## src/design/sdl_pkg.sv

```systemverilog
`timescale 1ns / 1ps

package sdl_pkg;

   localparam logic [31:0] SYNC_RESET = 32'h2EFC_9827;
   localparam logic [15:0] CRC_POLY   = 16'h1021;
   localparam logic [15:0] CRC_INIT   = 16'h0000;
   localparam int          IDX_W      = 17;
   localparam logic [IDX_W-1:0] MIN_FRAME = IDX_W'(18);
   localparam logic [IDX_W-1:0] HDR_BYTES = IDX_W'(16);
   localparam logic [IDX_W-1:0] IDX_SIZE_LO = IDX_W'(16);
   localparam logic [IDX_W-1:0] IDX_SIZE_HI = IDX_W'(17);
   localparam logic [IDX_W-1:0] IDX_CRC_START = IDX_W'(2);
   localparam int          DATA_W     = 48;

   // sliced bit handed from the input register to the frame core
   typedef struct packed {
      logic valid;
      logic sample_bit;
   } sdl_bit_type;

   // CRC-16, MSB first, one byte
   function automatic logic [15:0] crc_byte(input logic [15:0] crc, input logic [7:0] data);
      logic [15:0] c;
      c = crc ^ {data, 8'h00};
      for (int i = 0; i < 8; i++) begin
         if (c[15]) begin
            c = {c[14:0], 1'b0} ^ CRC_POLY;
         end else begin
            c = {c[14:0], 1'b0};
         end
      end
      return c;
   endfunction

endpackage

```

## src/design/sdl_in_stage.sv

```systemverilog
`timescale 1ns / 1ps

module sdl_in_stage (
   input  logic                clock,
   input  logic                reset,
   input  logic                req_tvalid,
   output logic                req_tready,
   input  logic [7:0]          req_tdata,
   input  logic                take,
   output sdl_pkg::sdl_bit_type bit_out
);
   import sdl_pkg::*;

   logic valid_ff, valid_in;
   logic bit_ff, bit_in;
   logic slice;

   // positive sample: sign clear and not zero
   assign slice      = ~req_tdata[7] & (|req_tdata[6:0]);
   assign req_tready = ~valid_ff | take;

   always_comb begin
      valid_in = valid_ff;
      bit_in   = bit_ff;
      if (req_tready) begin
         valid_in = req_tvalid;
         bit_in   = slice;
      end
   end

   always_ff @(posedge clock) begin
      if (reset) begin
         valid_ff <= 1'b0;
      end else begin
         valid_ff <= valid_in;
      end
      bit_ff <= bit_in;
   end

   assign bit_out.valid      = valid_ff;
   assign bit_out.sample_bit = bit_ff;

endmodule

```

## src/design/sdl_core.sv

```systemverilog
`timescale 1ns / 1ps

module sdl_core (
   input  logic                 clock,
   input  logic                 reset,
   input  sdl_pkg::sdl_bit_type bit_in_s,
   output logic                 take,
   input  logic [31:0]          sync_word,
   output logic                 rsp_tvalid,
   input  logic                 rsp_tready,
   output logic [sdl_pkg::DATA_W-1:0] rsp_tdata,
   output logic                 rsp_tlast,
   output logic                 rsp_tuser
);
   import sdl_pkg::*;

   logic [31:0]      sync_ff, sync_in;
   logic             in_frame_ff, in_frame_in;
   logic [2:0]       bc_ff, bc_in;
   logic [7:0]       byte_ff, byte_in;
   logic [IDX_W-1:0] idx_ff, idx_in;
   logic [15:0]      size_ff, size_in;
   logic [15:0]      crc_ff, crc_in;
   logic [7:0]       d0_ff, d0_in, d1_ff, d1_in;

   logic             rv_ff, rv_in;
   logic [7:0]       r_byte_ff, r_byte_in;
   logic [IDX_W-1:0] r_idx_ff, r_idx_in, r_len_ff, r_len_in;
   logic             r_last_ff, r_last_in, r_ok_ff, r_ok_in;

   logic             consume;
   logic [IDX_W-1:0] len_raw;
   logic [IDX_W:0]   idx_p1;
   logic [15:0]      crc_upd;

   assign take    = ~rv_ff | rsp_tready;
   assign consume = bit_in_s.valid & take;
   assign idx_p1  = {1'b0, idx_ff} + 1'b1;
   assign crc_upd = crc_byte(crc_ff, d1_ff);

   always_comb begin
      sync_in     = sync_ff;
      in_frame_in = in_frame_ff;
      bc_in       = bc_ff;
      byte_in     = byte_ff;
      idx_in      = idx_ff;
      size_in     = size_ff;
      crc_in      = crc_ff;
      d0_in       = d0_ff;
      d1_in       = d1_ff;
      rv_in       = rv_ff & ~rsp_tready;
      r_byte_in   = r_byte_ff;
      r_idx_in    = r_idx_ff;
      r_len_in    = r_len_ff;
      r_last_in   = r_last_ff;
      r_ok_in     = r_ok_ff;
      len_raw     = '0;
      if (consume) begin
         sync_in = {sync_ff[30:0], bit_in_s.sample_bit};
         if (!in_frame_ff) begin
            if (sync_in == sync_word) begin
               in_frame_in = 1'b1;
               bc_in       = '0;
               idx_in      = '0;
               size_in     = '0;
               crc_in      = CRC_INIT;
               d0_in       = '0;
               d1_in       = '0;
            end
         end else begin
            byte_in = {byte_ff[6:0], bit_in_s.sample_bit};
            bc_in   = bc_ff + 1'b1;
            if (bc_in == 3'd0) begin
               if (idx_ff == IDX_SIZE_LO) begin
                  size_in = {size_ff[15:8], byte_in};
               end else if (idx_ff == IDX_SIZE_HI) begin
                  size_in = {byte_in, size_ff[7:0]};
               end
               r_len_in = '0;
               if (idx_ff >= IDX_SIZE_HI) begin
                  len_raw  = {1'b0, size_in} + HDR_BYTES;
                  r_len_in = (len_raw < MIN_FRAME) ? MIN_FRAME : len_raw;
               end
               if (idx_ff >= IDX_CRC_START) begin
                  crc_in = crc_upd;
               end
               r_last_in = (idx_ff >= IDX_SIZE_HI) && (idx_p1 >= {1'b0, r_len_in});
               r_ok_in   = r_last_in && ({byte_in, d0_ff} == crc_in);
               r_byte_in = byte_in;
               r_idx_in  = idx_ff;
               rv_in     = 1'b1;
               d1_in     = d0_ff;
               d0_in     = byte_in;
               idx_in    = idx_p1[IDX_W-1:0];
               if (r_last_in) begin
                  in_frame_in = 1'b0;
               end
            end
         end
      end
   end

   always_ff @(posedge clock) begin
      if (reset) begin
         sync_ff     <= '0;
         in_frame_ff <= 1'b0;
         bc_ff       <= '0;
         byte_ff     <= '0;
         idx_ff      <= '0;
         size_ff     <= '0;
         crc_ff      <= CRC_INIT;
         d0_ff       <= '0;
         d1_ff       <= '0;
         rv_ff       <= 1'b0;
      end else begin
         sync_ff     <= sync_in;
         in_frame_ff <= in_frame_in;
         bc_ff       <= bc_in;
         byte_ff     <= byte_in;
         idx_ff      <= idx_in;
         size_ff     <= size_in;
         crc_ff      <= crc_in;
         d0_ff       <= d0_in;
         d1_ff       <= d1_in;
         rv_ff       <= rv_in;
      end
      r_byte_ff <= r_byte_in;
      r_idx_ff  <= r_idx_in;
      r_len_ff  <= r_len_in;
      r_last_ff <= r_last_in;
      r_ok_ff   <= r_ok_in;
   end

   assign rsp_tvalid = rv_ff;
   assign rsp_tdata  = {{(DATA_W - 8 - 2*IDX_W){1'b0}}, r_len_ff, r_idx_ff, r_byte_ff};
   assign rsp_tlast  = r_last_ff;
   assign rsp_tuser  = r_ok_ff;

endmodule

```

## src/design/sync_deframer_length_crc16.sv

```systemverilog
`timescale 1ns / 1ps

// Sync-word deframer with length field and CRC-16 check. Each req_
// transaction carries one signed soft sample; it is sliced to a bit (one when
// the sample is above zero) and shifted into a 32-bit sync register. Outside a
// frame a match against the sync word (csr_, reset 0x2EFC9827) opens a frame;
// the matching bit itself is not frame data. Frame bits are packed MSB first
// and every completed byte leaves as one rsp_ transaction with its index.
// Bytes 16/17 are a little-endian size; the frame is max(size+16, 18) bytes.
// CRC-16 (poly 0x1021, init 0, no reflection, no final xor) runs over all but
// the last two bytes, which hold the received CRC little-endian; the last
// byte carries rsp_tlast and the verdict in rsp_tuser. Rate: one sample per
// clock sustained while rsp_tready keeps taking results. The sample lands
// in the input register at the accepting edge; its byte, if it completes
// one, then moves into the result register with rsp_tvalid high. A result
// held by rsp_tready low stops the core; req_tready then drops once the
// input register is full.
// Write csr_ only while the block is idle: no sample held, no result waiting.
module sync_deframer_length_crc16 (
   input  logic        clock,
   input  logic        reset,
   input  logic        req_tvalid,
   output logic        req_tready,
   input  logic [7:0]  req_tdata,   // [7:0] soft_sample (signed)
   output logic        rsp_tvalid,
   input  logic        rsp_tready,
   output logic [47:0] rsp_tdata,   // [7:0] frame_byte, [24:8] byte_index,
                                    // [41:25] frame_length, [47:42] zero
   output logic        rsp_tlast,   // last_byte
   output logic        rsp_tuser,   // crc_ok
   input  logic        csr_valid,
   output logic        csr_ready,
   input  logic [31:0] csr_data     // sync_word
);
   import sdl_pkg::*;

   logic [31:0] sync_word_ff, sync_word_in;
   sdl_bit_type bit_s;
   logic        take;

   // config always accepted; the user must write it only while idle, the block does not enforce this
   assign csr_ready    = 1'b1;
   assign sync_word_in = (csr_valid & csr_ready) ? csr_data : sync_word_ff;

   always_ff @(posedge clock) begin
      if (reset) begin
         sync_word_ff <= SYNC_RESET;
      end else begin
         sync_word_ff <= sync_word_in;
      end
   end

   // slicer and input register
   sdl_in_stage u_in (
      .clock      (clock),
      .reset      (reset),
      .req_tvalid (req_tvalid),
      .req_tready (req_tready),
      .req_tdata  (req_tdata),
      .take       (take),
      .bit_out    (bit_s)
   );

   // sync search, byte packing, length, CRC and result register
   sdl_core u_core (
      .clock      (clock),
      .reset      (reset),
      .bit_in_s   (bit_s),
      .take       (take),
      .sync_word  (sync_word_ff),
      .rsp_tvalid (rsp_tvalid),
      .rsp_tready (rsp_tready),
      .rsp_tdata  (rsp_tdata),
      .rsp_tlast  (rsp_tlast),
      .rsp_tuser  (rsp_tuser)
   );

endmodule

```

## config.mk

```make
export PLATFORM = sky130hd
export DESIGN_NAME = sync_deframer_length_crc16
export DESIGN_NICKNAME = d
export VERILOG_FILES = /design/src/design/sdl_pkg.sv /design/src/design/sdl_in_stage.sv /design/src/design/sdl_core.sv /design/src/design/sync_deframer_length_crc16.sv
export SDC_FILE = /design/constraint.sdc
export NUM_CORES = 1
export LEC_CHECK = 0
export BUFFER_PORTS_ARGS = -buffer_cell sky130_fd_sc_hd__buf_4
export CORE_MARGIN = 2
export CORE_UTILIZATION = 53
export CTS_CLUSTER_SIZE = 14
export DETAILED_ROUTE_END_ITERATION = 6
export GPL_TIMING_DRIVEN = 0
export PLACE_DENSITY = 0.76
export SLEW_MARGIN = 20
export SYNTH_ARGS = -nofsm -noshare
export SYNTH_HDL_FRONTEND = slang
export SYNTH_HIERARCHICAL = 1
export SYNTH_SLANG_ARGS = --single-unit
export TNS_END_PERCENT = 30
```

## constraint.sdc

```tcl
create_clock -name clock -period 5.2 [get_ports clock]
set_input_delay 0.78 -clock clock [delete_from_list [all_inputs] [get_ports clock]]
set_output_delay 0.78 -clock clock [all_outputs]
set_load 0.005 [all_outputs]
```

==> impl_metrics.tcl, run 1 <==
set metrics [dict create \
    synth_simple_gate_area_frac 0.172 \
    hold_class "reg2reg" \
    ioPinCount 98 \
    multiInputGateArea_sq_mm 0.00470 \
    finClkSkew_ns 0.0109 \
    synth_compound_area_frac 0.137 \
    start_util 0.535 \
    grt_max_degree 54 \
    syn_to_final_growth_pct 20.1 \
    fin_crit_sh 0.968 \
    finalSetupViolations 0 \
    core_area_sq_mm 0.0171 \
    cts_tree "yes" \
    worstSetupStartpointType "flip-flop" \
    max-slew-margin-rel 0.451 \
    layout_min_cycle_time_ns 5.03 \
    synthXorXnorAreaFrac 0.0909 \
    worst_ep_required_time_ns 5.38 \
    antenna_cells 0 \
    grt.total_usage 0.254 \
    hold_violations 0 \
    clock_latency_ns 0.44 \
    overflow 0 \
    synth_fa_ha_area_frac 0.0328 \
    synth_area_leader_cell "dfxtp_1" \
    hold_buffers 0 \
    port_buffers 90 \
    regArea_sq_mm 0.00418 \
    status "finished, final reports clean" \
    via_per_inst 5.72 \
    cap_violations 0 \
    ys_warn_count 6 \
    drive_gt1_frac 0.185 \
    vias 7526 \
    synth_common_cells "dfxtp_1 (141), nor2_1 (114), nand2_1 (89)" \
    cts_buffers 17 \
    routed_wl_um 23100 \
    critPathKind "reg2reg" \
    synth_top_cells_by_area "dfxtp_1 (31%), edfxtp_1 (15%), xnor2_1 (6.4%), mux2i_1 (5.4%), nor2_1 (4.7%)" \
    routabilityCongestion 0.910 \
    finalPower_w 0.00295 \
    wl_per_cell_um 17.5 \
    ant_nets 0 \
    critical-path-max-stage-delay_ns 0.44 \
    ir_drop_v 0.000224 \
    crit_arrival_ns 5.22 \
    cp_max_fo 10 \
    critical_path.top_delay_family "compound AO/OA/AOI/OAI gates" \
    tightest_slew_ns 0.823 \
    clk_pin_slew_ns 0.07 \
    synth_edf_count 45 \
    slew_violations 0 \
    synth-seq-cells 186 \
    grt_pass1_wl_um 36500 \
    synth_top_family_by_area "simple AND/OR/NAND/NOR gates" \
    cellPowerDensity_mw_per_mm2 268 \
    dp.cells 1271 \
    fin_nets 1147 \
    synth_cells 951 \
    crit_buf_inv 2 \
    dieArea_sq_mm 0.0183 \
    yosysTopAreaCellShare 0.308 \
    r2r_slack_ns 0.17 \
    synth_area_per_cell_sq_um 9.63 \
    cts_buffer_depth 2 \
    dpl_cell_area_sq_mm 0.0101 \
    die_w_um 135 \
    cts_root_buffer "clkbuf_16" \
    synth_area_sq_mm 0.00916 \
    postLayoutCellArea_sq_mm 0.0110 \
    fp.dieH_um 135 \
    fill_cells 1389 \
    ys.flop_type "dfxtp_1" \
    h-tree-depth 4 \
    end_kind "flip-flop" \
    leakagePower_nw 4.30 \
    synthMuxAreaShare 0.0626 \
    async_reset_ff_frac 0 \
    placementRows 48 \
    ys_seq_area_frac 0.456 \
    path_cells "buf_4 > ha_1 > nand2_1 > or4_1 > buf_2 > nor2_8 > mux2_2 > a2111oi_4 > o211ai_2 > o31ai_4 > nor2_2 > ha_1 > nand2b_1 > a21o_1 > a21o_1 > a211oi_2 > o21ai_2 > a2111oi_4 > nor2_4 > and4_1" \
    dp_hpwl_um 16300 \
    synth.distinct_cells 65 \
    drt_iter0_drc 657 \
    yosysMostFrequentCell "dfxtp_1" \
    grt_pass1_vias 7094 \
    antenna_found_initial 0 \
    finalCoreUtilization 0.643 \
    crit_path_top_delay_cell "or4_1" \
    final_cells 1316 \
    whs_ns 0.431 \
    drc 0 \
    firstDrtPassIters 6 \
    max_freq_mhz 199 \
    cts.sinks 186 \
]
[final timing paths]
kind	start	endpoint	cells past startpoint
max	u_core/idx_ff[0]	u_core/rsp_tuser	20
min	u_core/idx_ff[2]	u_core/r_idx_ff[2]	0
max reg2reg	u_core/idx_ff[0]	u_core/rsp_tuser	20
min reg2reg	u_core/idx_ff[2]	u_core/r_idx_ff[2]	0
[cell families after synthesis]
family | count (synthesis)
compound gates | 178
simple gates | 321
flops | 186
other cells | 2
mux | 56
buf+inv | 89
xor+xnor | 95
fa+ha+maj | 24
[report_power, final]
| part | internal (W) | total [W] | switching, W |
|---|---|---|---|
| Clock | 0.000723 | 0.00132 | 0.000597 |
| Sequential | 0.00149 | 0.00150 | 0.0000126 |
| Combinational | 0.0000624 | 0.000127 | 0.0000646 |
| Total | 0.00227 | 0.00295 | 0.000675 |
[sequential cells by signal (all words and copies together) (netlist names)]
signal / cells
u_core/d0_ff: 8
u_core/rsp_tvalid: 1
u_core/r_byte_ff: 8
u_core/rsp_tlast: 1
sync_word_ff: 32
u_core/sync_ff: 31
u_in/bit_ff: 1
u_in/valid_ff: 1
u_core/d1_ff: 8
u_core/in_frame_ff: 1
u_core/byte_ff: 7
u_core/crc_ff: 16
u_core/idx_ff: 17
u_core/size_ff: 16
u_core/r_len_ff: 17
u_core/r_idx_ff: 17
u_core/rsp_tuser: 1
u_core/bc_ff: 3
[metal layers]
| metal | routed length (um) | part of all wire | global-route usage | up-vias |
|---|---|---|---|---|
| li1 | - | - | - | 3592 |
| met1 | 9960 | 0.43 | 0.330 | 3585 |
| met2 | 11000 | 0.48 | 0.418 | 283 |
| met3 | 1310 | 0.057 | 0.0479 | 66 |
| met4 | 789 | 0.034 | 0.108 | 0 |
| met5 | 0 | 0 | 0 | - |
[worst register-to-register path, cell delays in order, from the launching register on]
cell       delay [ns]
dfxtp_4          0.37
buf_4            0.18
ha_1             0.18
nand2_1          0.09
or4_1            0.44
buf_2            0.22
nor2_8           0.19
mux2_2           0.43
a2111oi_4        0.38
o211ai_2         0.19
o31ai_4          0.29
nor2_2           0.08
ha_1             0.27
nand2b_1         0.14
a21o_1           0.17
a21o_1           0.18
a211oi_2         0.21
o21ai_2          0.11
a2111oi_4        0.37
nor2_4           0.11
and4_1           0.18
[final cells by class]
cell class | instances | area share
multi-input combinational | 681 | 0.427
sequential | 186 | 0.380
timing repair buffer | 104 | 0.0710
clock buffer | 19 | 0.0422
buffer | 69 | 0.0339
tap | 225 | 0.0256
clock inverter | 13 | 0.0131
inverter | 19 | 0.00694
[cells in the final DEF, fill, tap and decap left out, drive strengths merged, types with 28 or more instances in the layout]
master	synthesis	final
xor2	28	28
nor2	115	115
dfxtp	141	141
clkbuf	40	59
nand2	89	89
a22oi	49	49
edfxtp	45	45
inv	19	28
xnor2	67	67
buf	30	133
a21oi	54	54
mux2i	49	49
[through the flow]
stage | TNS (ns) | worst slack (ns)
final | 0 | 0.168
after global routing | -0.0138 | -0.0138
after floorplan | 0 | 0.0464
after global placement | -2.15 | -0.799
after detailed placement | -2.26 | -0.836
after CTS | 0 | 0.0121
[what timing repair did]
item / 4_1_cts / 5_1_grt
pin swaps: 10 / 17
setup buffers: 10 / 4
resized for setup: 21 / 14
endpoints found under the setup margin: 3 / 3
No activity file was read; power rests on OpenSTA's default activity.
==> run 2: changes to the inputs <==
Settings changed: REMOVE_ABC_BUFFERS from default to 1.
==> impl_metrics.tcl, run 2 (synthesized netlist as in run 1, its figures left out) <==
set metrics [dict create \
    status "finished, final reports clean" \
    cp.depth 18 \
    grt_pass1_vias 6552 \
    cts_buffer_depth 2 \
    layout_min_cycle_time_ns 5.05 \
    crit_buf_inv 1 \
    max_freq_mhz 198 \
    final_cells 1252 \
    ir_drop_v 0.000231 \
    die_w_um 135 \
    final_cell_mix "dfxtp_1 (137), nor2_1 (112), buf_4 (104)" \
    worst_ep_required_time_ns 5.39 \
    critPathKind "reg2reg" \
    wl_per_cell_um 15.8 \
    path_common_cell "a21o_1" \
    reg2regPathDepth 18 \
    fin_tns_setup_ns 0 \
    antenna_cells 0 \
    grt.total_usage 0.220 \
    grt_use_met3 0.0464 \
    largest_registers "sync_word_ff: 32 flops, u_core/sync_ff: 31 flops" \
    syn_to_final_growth_pct 17.0 \
    end_kind "flip-flop" \
    grt_max_degree 142 \
    leakagePower_nw 4.15 \
    tightest_slew_ns 1.08 \
    h-tree-depth 4 \
    path_cells "inv_4 > ha_4 > nor4_1 > nand3_2 > a211o_1 > nor3_1 > o211ai_2 > o31ai_4 > nor2_2 > ha_1 > nand2b_4 > a21o_1 > a21o_1 > a211oi_2 > o21ai_2 > a2111oi_4 > nor2_4 > and4_1" \
    whs_ns 0.471 \
    dp_hpwl_um 12300 \
    grt-busiest-layer "met2" \
    via_per_inst 5.66 \
    clock_latency_ns 0.44 \
    internal-power_w 0.00228 \
    fill_cells 1385 \
    drc 0 \
    worstHoldPathCells 2 \
    globalRouteMet1Util 0.279 \
    dieArea_sq_mm 0.0183 \
    cts.sinks 186 \
    dp.cells 1205 \
    ant_nets 0 \
    cp_max_fo 8 \
    slew_violations 0 \
    top_register "sync_word_ff" \
    combPwrFrac 0.035 \
    layout_commonest_cell "dfxtp_1" \
    vias 7089 \
    placementRows 48 \
    worst_slack_ns 0.154 \
    cts_tree "yes" \
    critical_path.top_delay_family "compound AO/OA/AOI/OAI gates" \
    power.share.switching 0.215 \
    critical-path-max-stage-delay_ns 0.75 \
    rsz0062_at_grt "yes" \
    pre_cts_ws_ns -1.21 \
    overflow 0 \
    finalSetupViolations 0 \
    largest_reg_flops 32 \
    max-slew-margin-rel 0.276 \
    start_util 0.535 \
    ioPinCount 98 \
    fin_nets 1083 \
    routed_wl_um 19800 \
    use_met2 0.363 \
    p_clk_frac 0.447 \
    power_frac_seq 0.518 \
    clk_pin_slew_ns 0.07 \
    port_buffers 90 \
    hold_class "reg2reg" \
    crit_path_top_delay_cell "nor4_1" \
    hold_buffers 0 \
    fin_crit_sh 0.970 \
    cellPowerDensity_mw_per_mm2 271 \
    hold_violations 0 \
    cap_violations 0 \
    finalCoreUtilization 0.626 \
    p_switching_w 0.000625 \
    finClkSkew_ns 0.0129 \
    drt_iter0_drc 614 \
    cts_root_buffer "clkbuf_16" \
    drive_gt1_frac 0.184 \
    firstDrtPassIters 6 \
    crit_arrival_ns 5.23 \
    cts_buffers 17 \
    routabilityCongestion 0.888 \
    grt_pass1_wl_um 32300 \
    core_area_sq_mm 0.0171 \
    worstSetupStartpointType "flip-flop" \
    antenna_found_initial 0 \
    fp.dieH_um 135 \
]
## run 2: cell count changes in the layout (fill, tap and decap cells not counted), sizes merged
cell,change
clkinvlp,+1
clkinv,+1
buf,-24
inv,-5
clkbuf,-37
## run 2: worst reg2reg max path, stage by stage, from the launching register on
cell and delay [ns]:
dfxtp_4 0.41, inv_4 0.06, ha_4 0.16, nor4_1 0.75, nand3_2 0.29, a211o_1 0.44
nor3_1 0.30, o211ai_2 0.19, o31ai_4 0.35, nor2_2 0.06, ha_1 0.27, nand2b_4 0.13
a21o_1 0.17, a21o_1 0.18, a211oi_2 0.24, o21ai_2 0.12, a2111oi_4 0.36, nor2_4 0.11
and4_1 0.21
## run 2: power by group through the flow
stage                     Sequential, W  Combinational (W)  Clock, W
final                           0.00150           0.000102   0.00130
after global routing            0.00150           0.000115   0.00139
after CTS                       0.00150           0.000104   0.00132
after detailed placement        0.00154           0.000103         0
after global placement          0.00154           0.000101         0
after floorplan                 0.00153          0.0000467         0
## run 2: final timing paths
kind              slack, ns               start            endpoint
setup / recovery       0.15    u_core/idx_ff[0]    u_core/rsp_tuser
hold / removal         0.47  u_core/sync_ff[10]  u_core/sync_ff[11]
setup reg to reg       0.15    u_core/idx_ff[0]    u_core/rsp_tuser
hold reg to reg        0.47  u_core/sync_ff[10]  u_core/sync_ff[11]
## run 2: routing by layer
layer | up-vias | part of all wire
met3 | 46 | 0.045
met5 | - | 0
met2 | 215 | 0.49
met4 | 0 | 0.030
li1 | 3452 | -
met1 | 3376 | 0.43
## run 2: final cells by class
cell class | instances | area (sq um) | share of cell area
inverters | 19 | 76.3 | 0.00712
flip-flops and latches | 186 | 4190 | 0.391
repair buffers | 109 | 855 | 0.0798
clock inverters | 10 | 103 | 0.00957
clock buffers | 22 | 497 | 0.0464
multi-input cells | 681 | 4720 | 0.440
well taps | 225 | 282 | 0.0263
## run 2: through the flow
step | area (sq um) | total power, W
6_report | 10700 | 0.00290
5_1_grt | 10700 | 0.00301
4_1_cts | 10600 | 0.00292
3_5_place_dp | 9830 | 0.00164
3_3_place_gp | 9760 | 0.00164
2_1_floorplan | 8800 | 0.00158
## run 2: repair_timing
action                                  4_1_cts  5_1_grt
endpoints found under the setup margin        3        3
pin swaps                                     7       14
buffers inserted                              8        7
gates resized for setup                      22       18
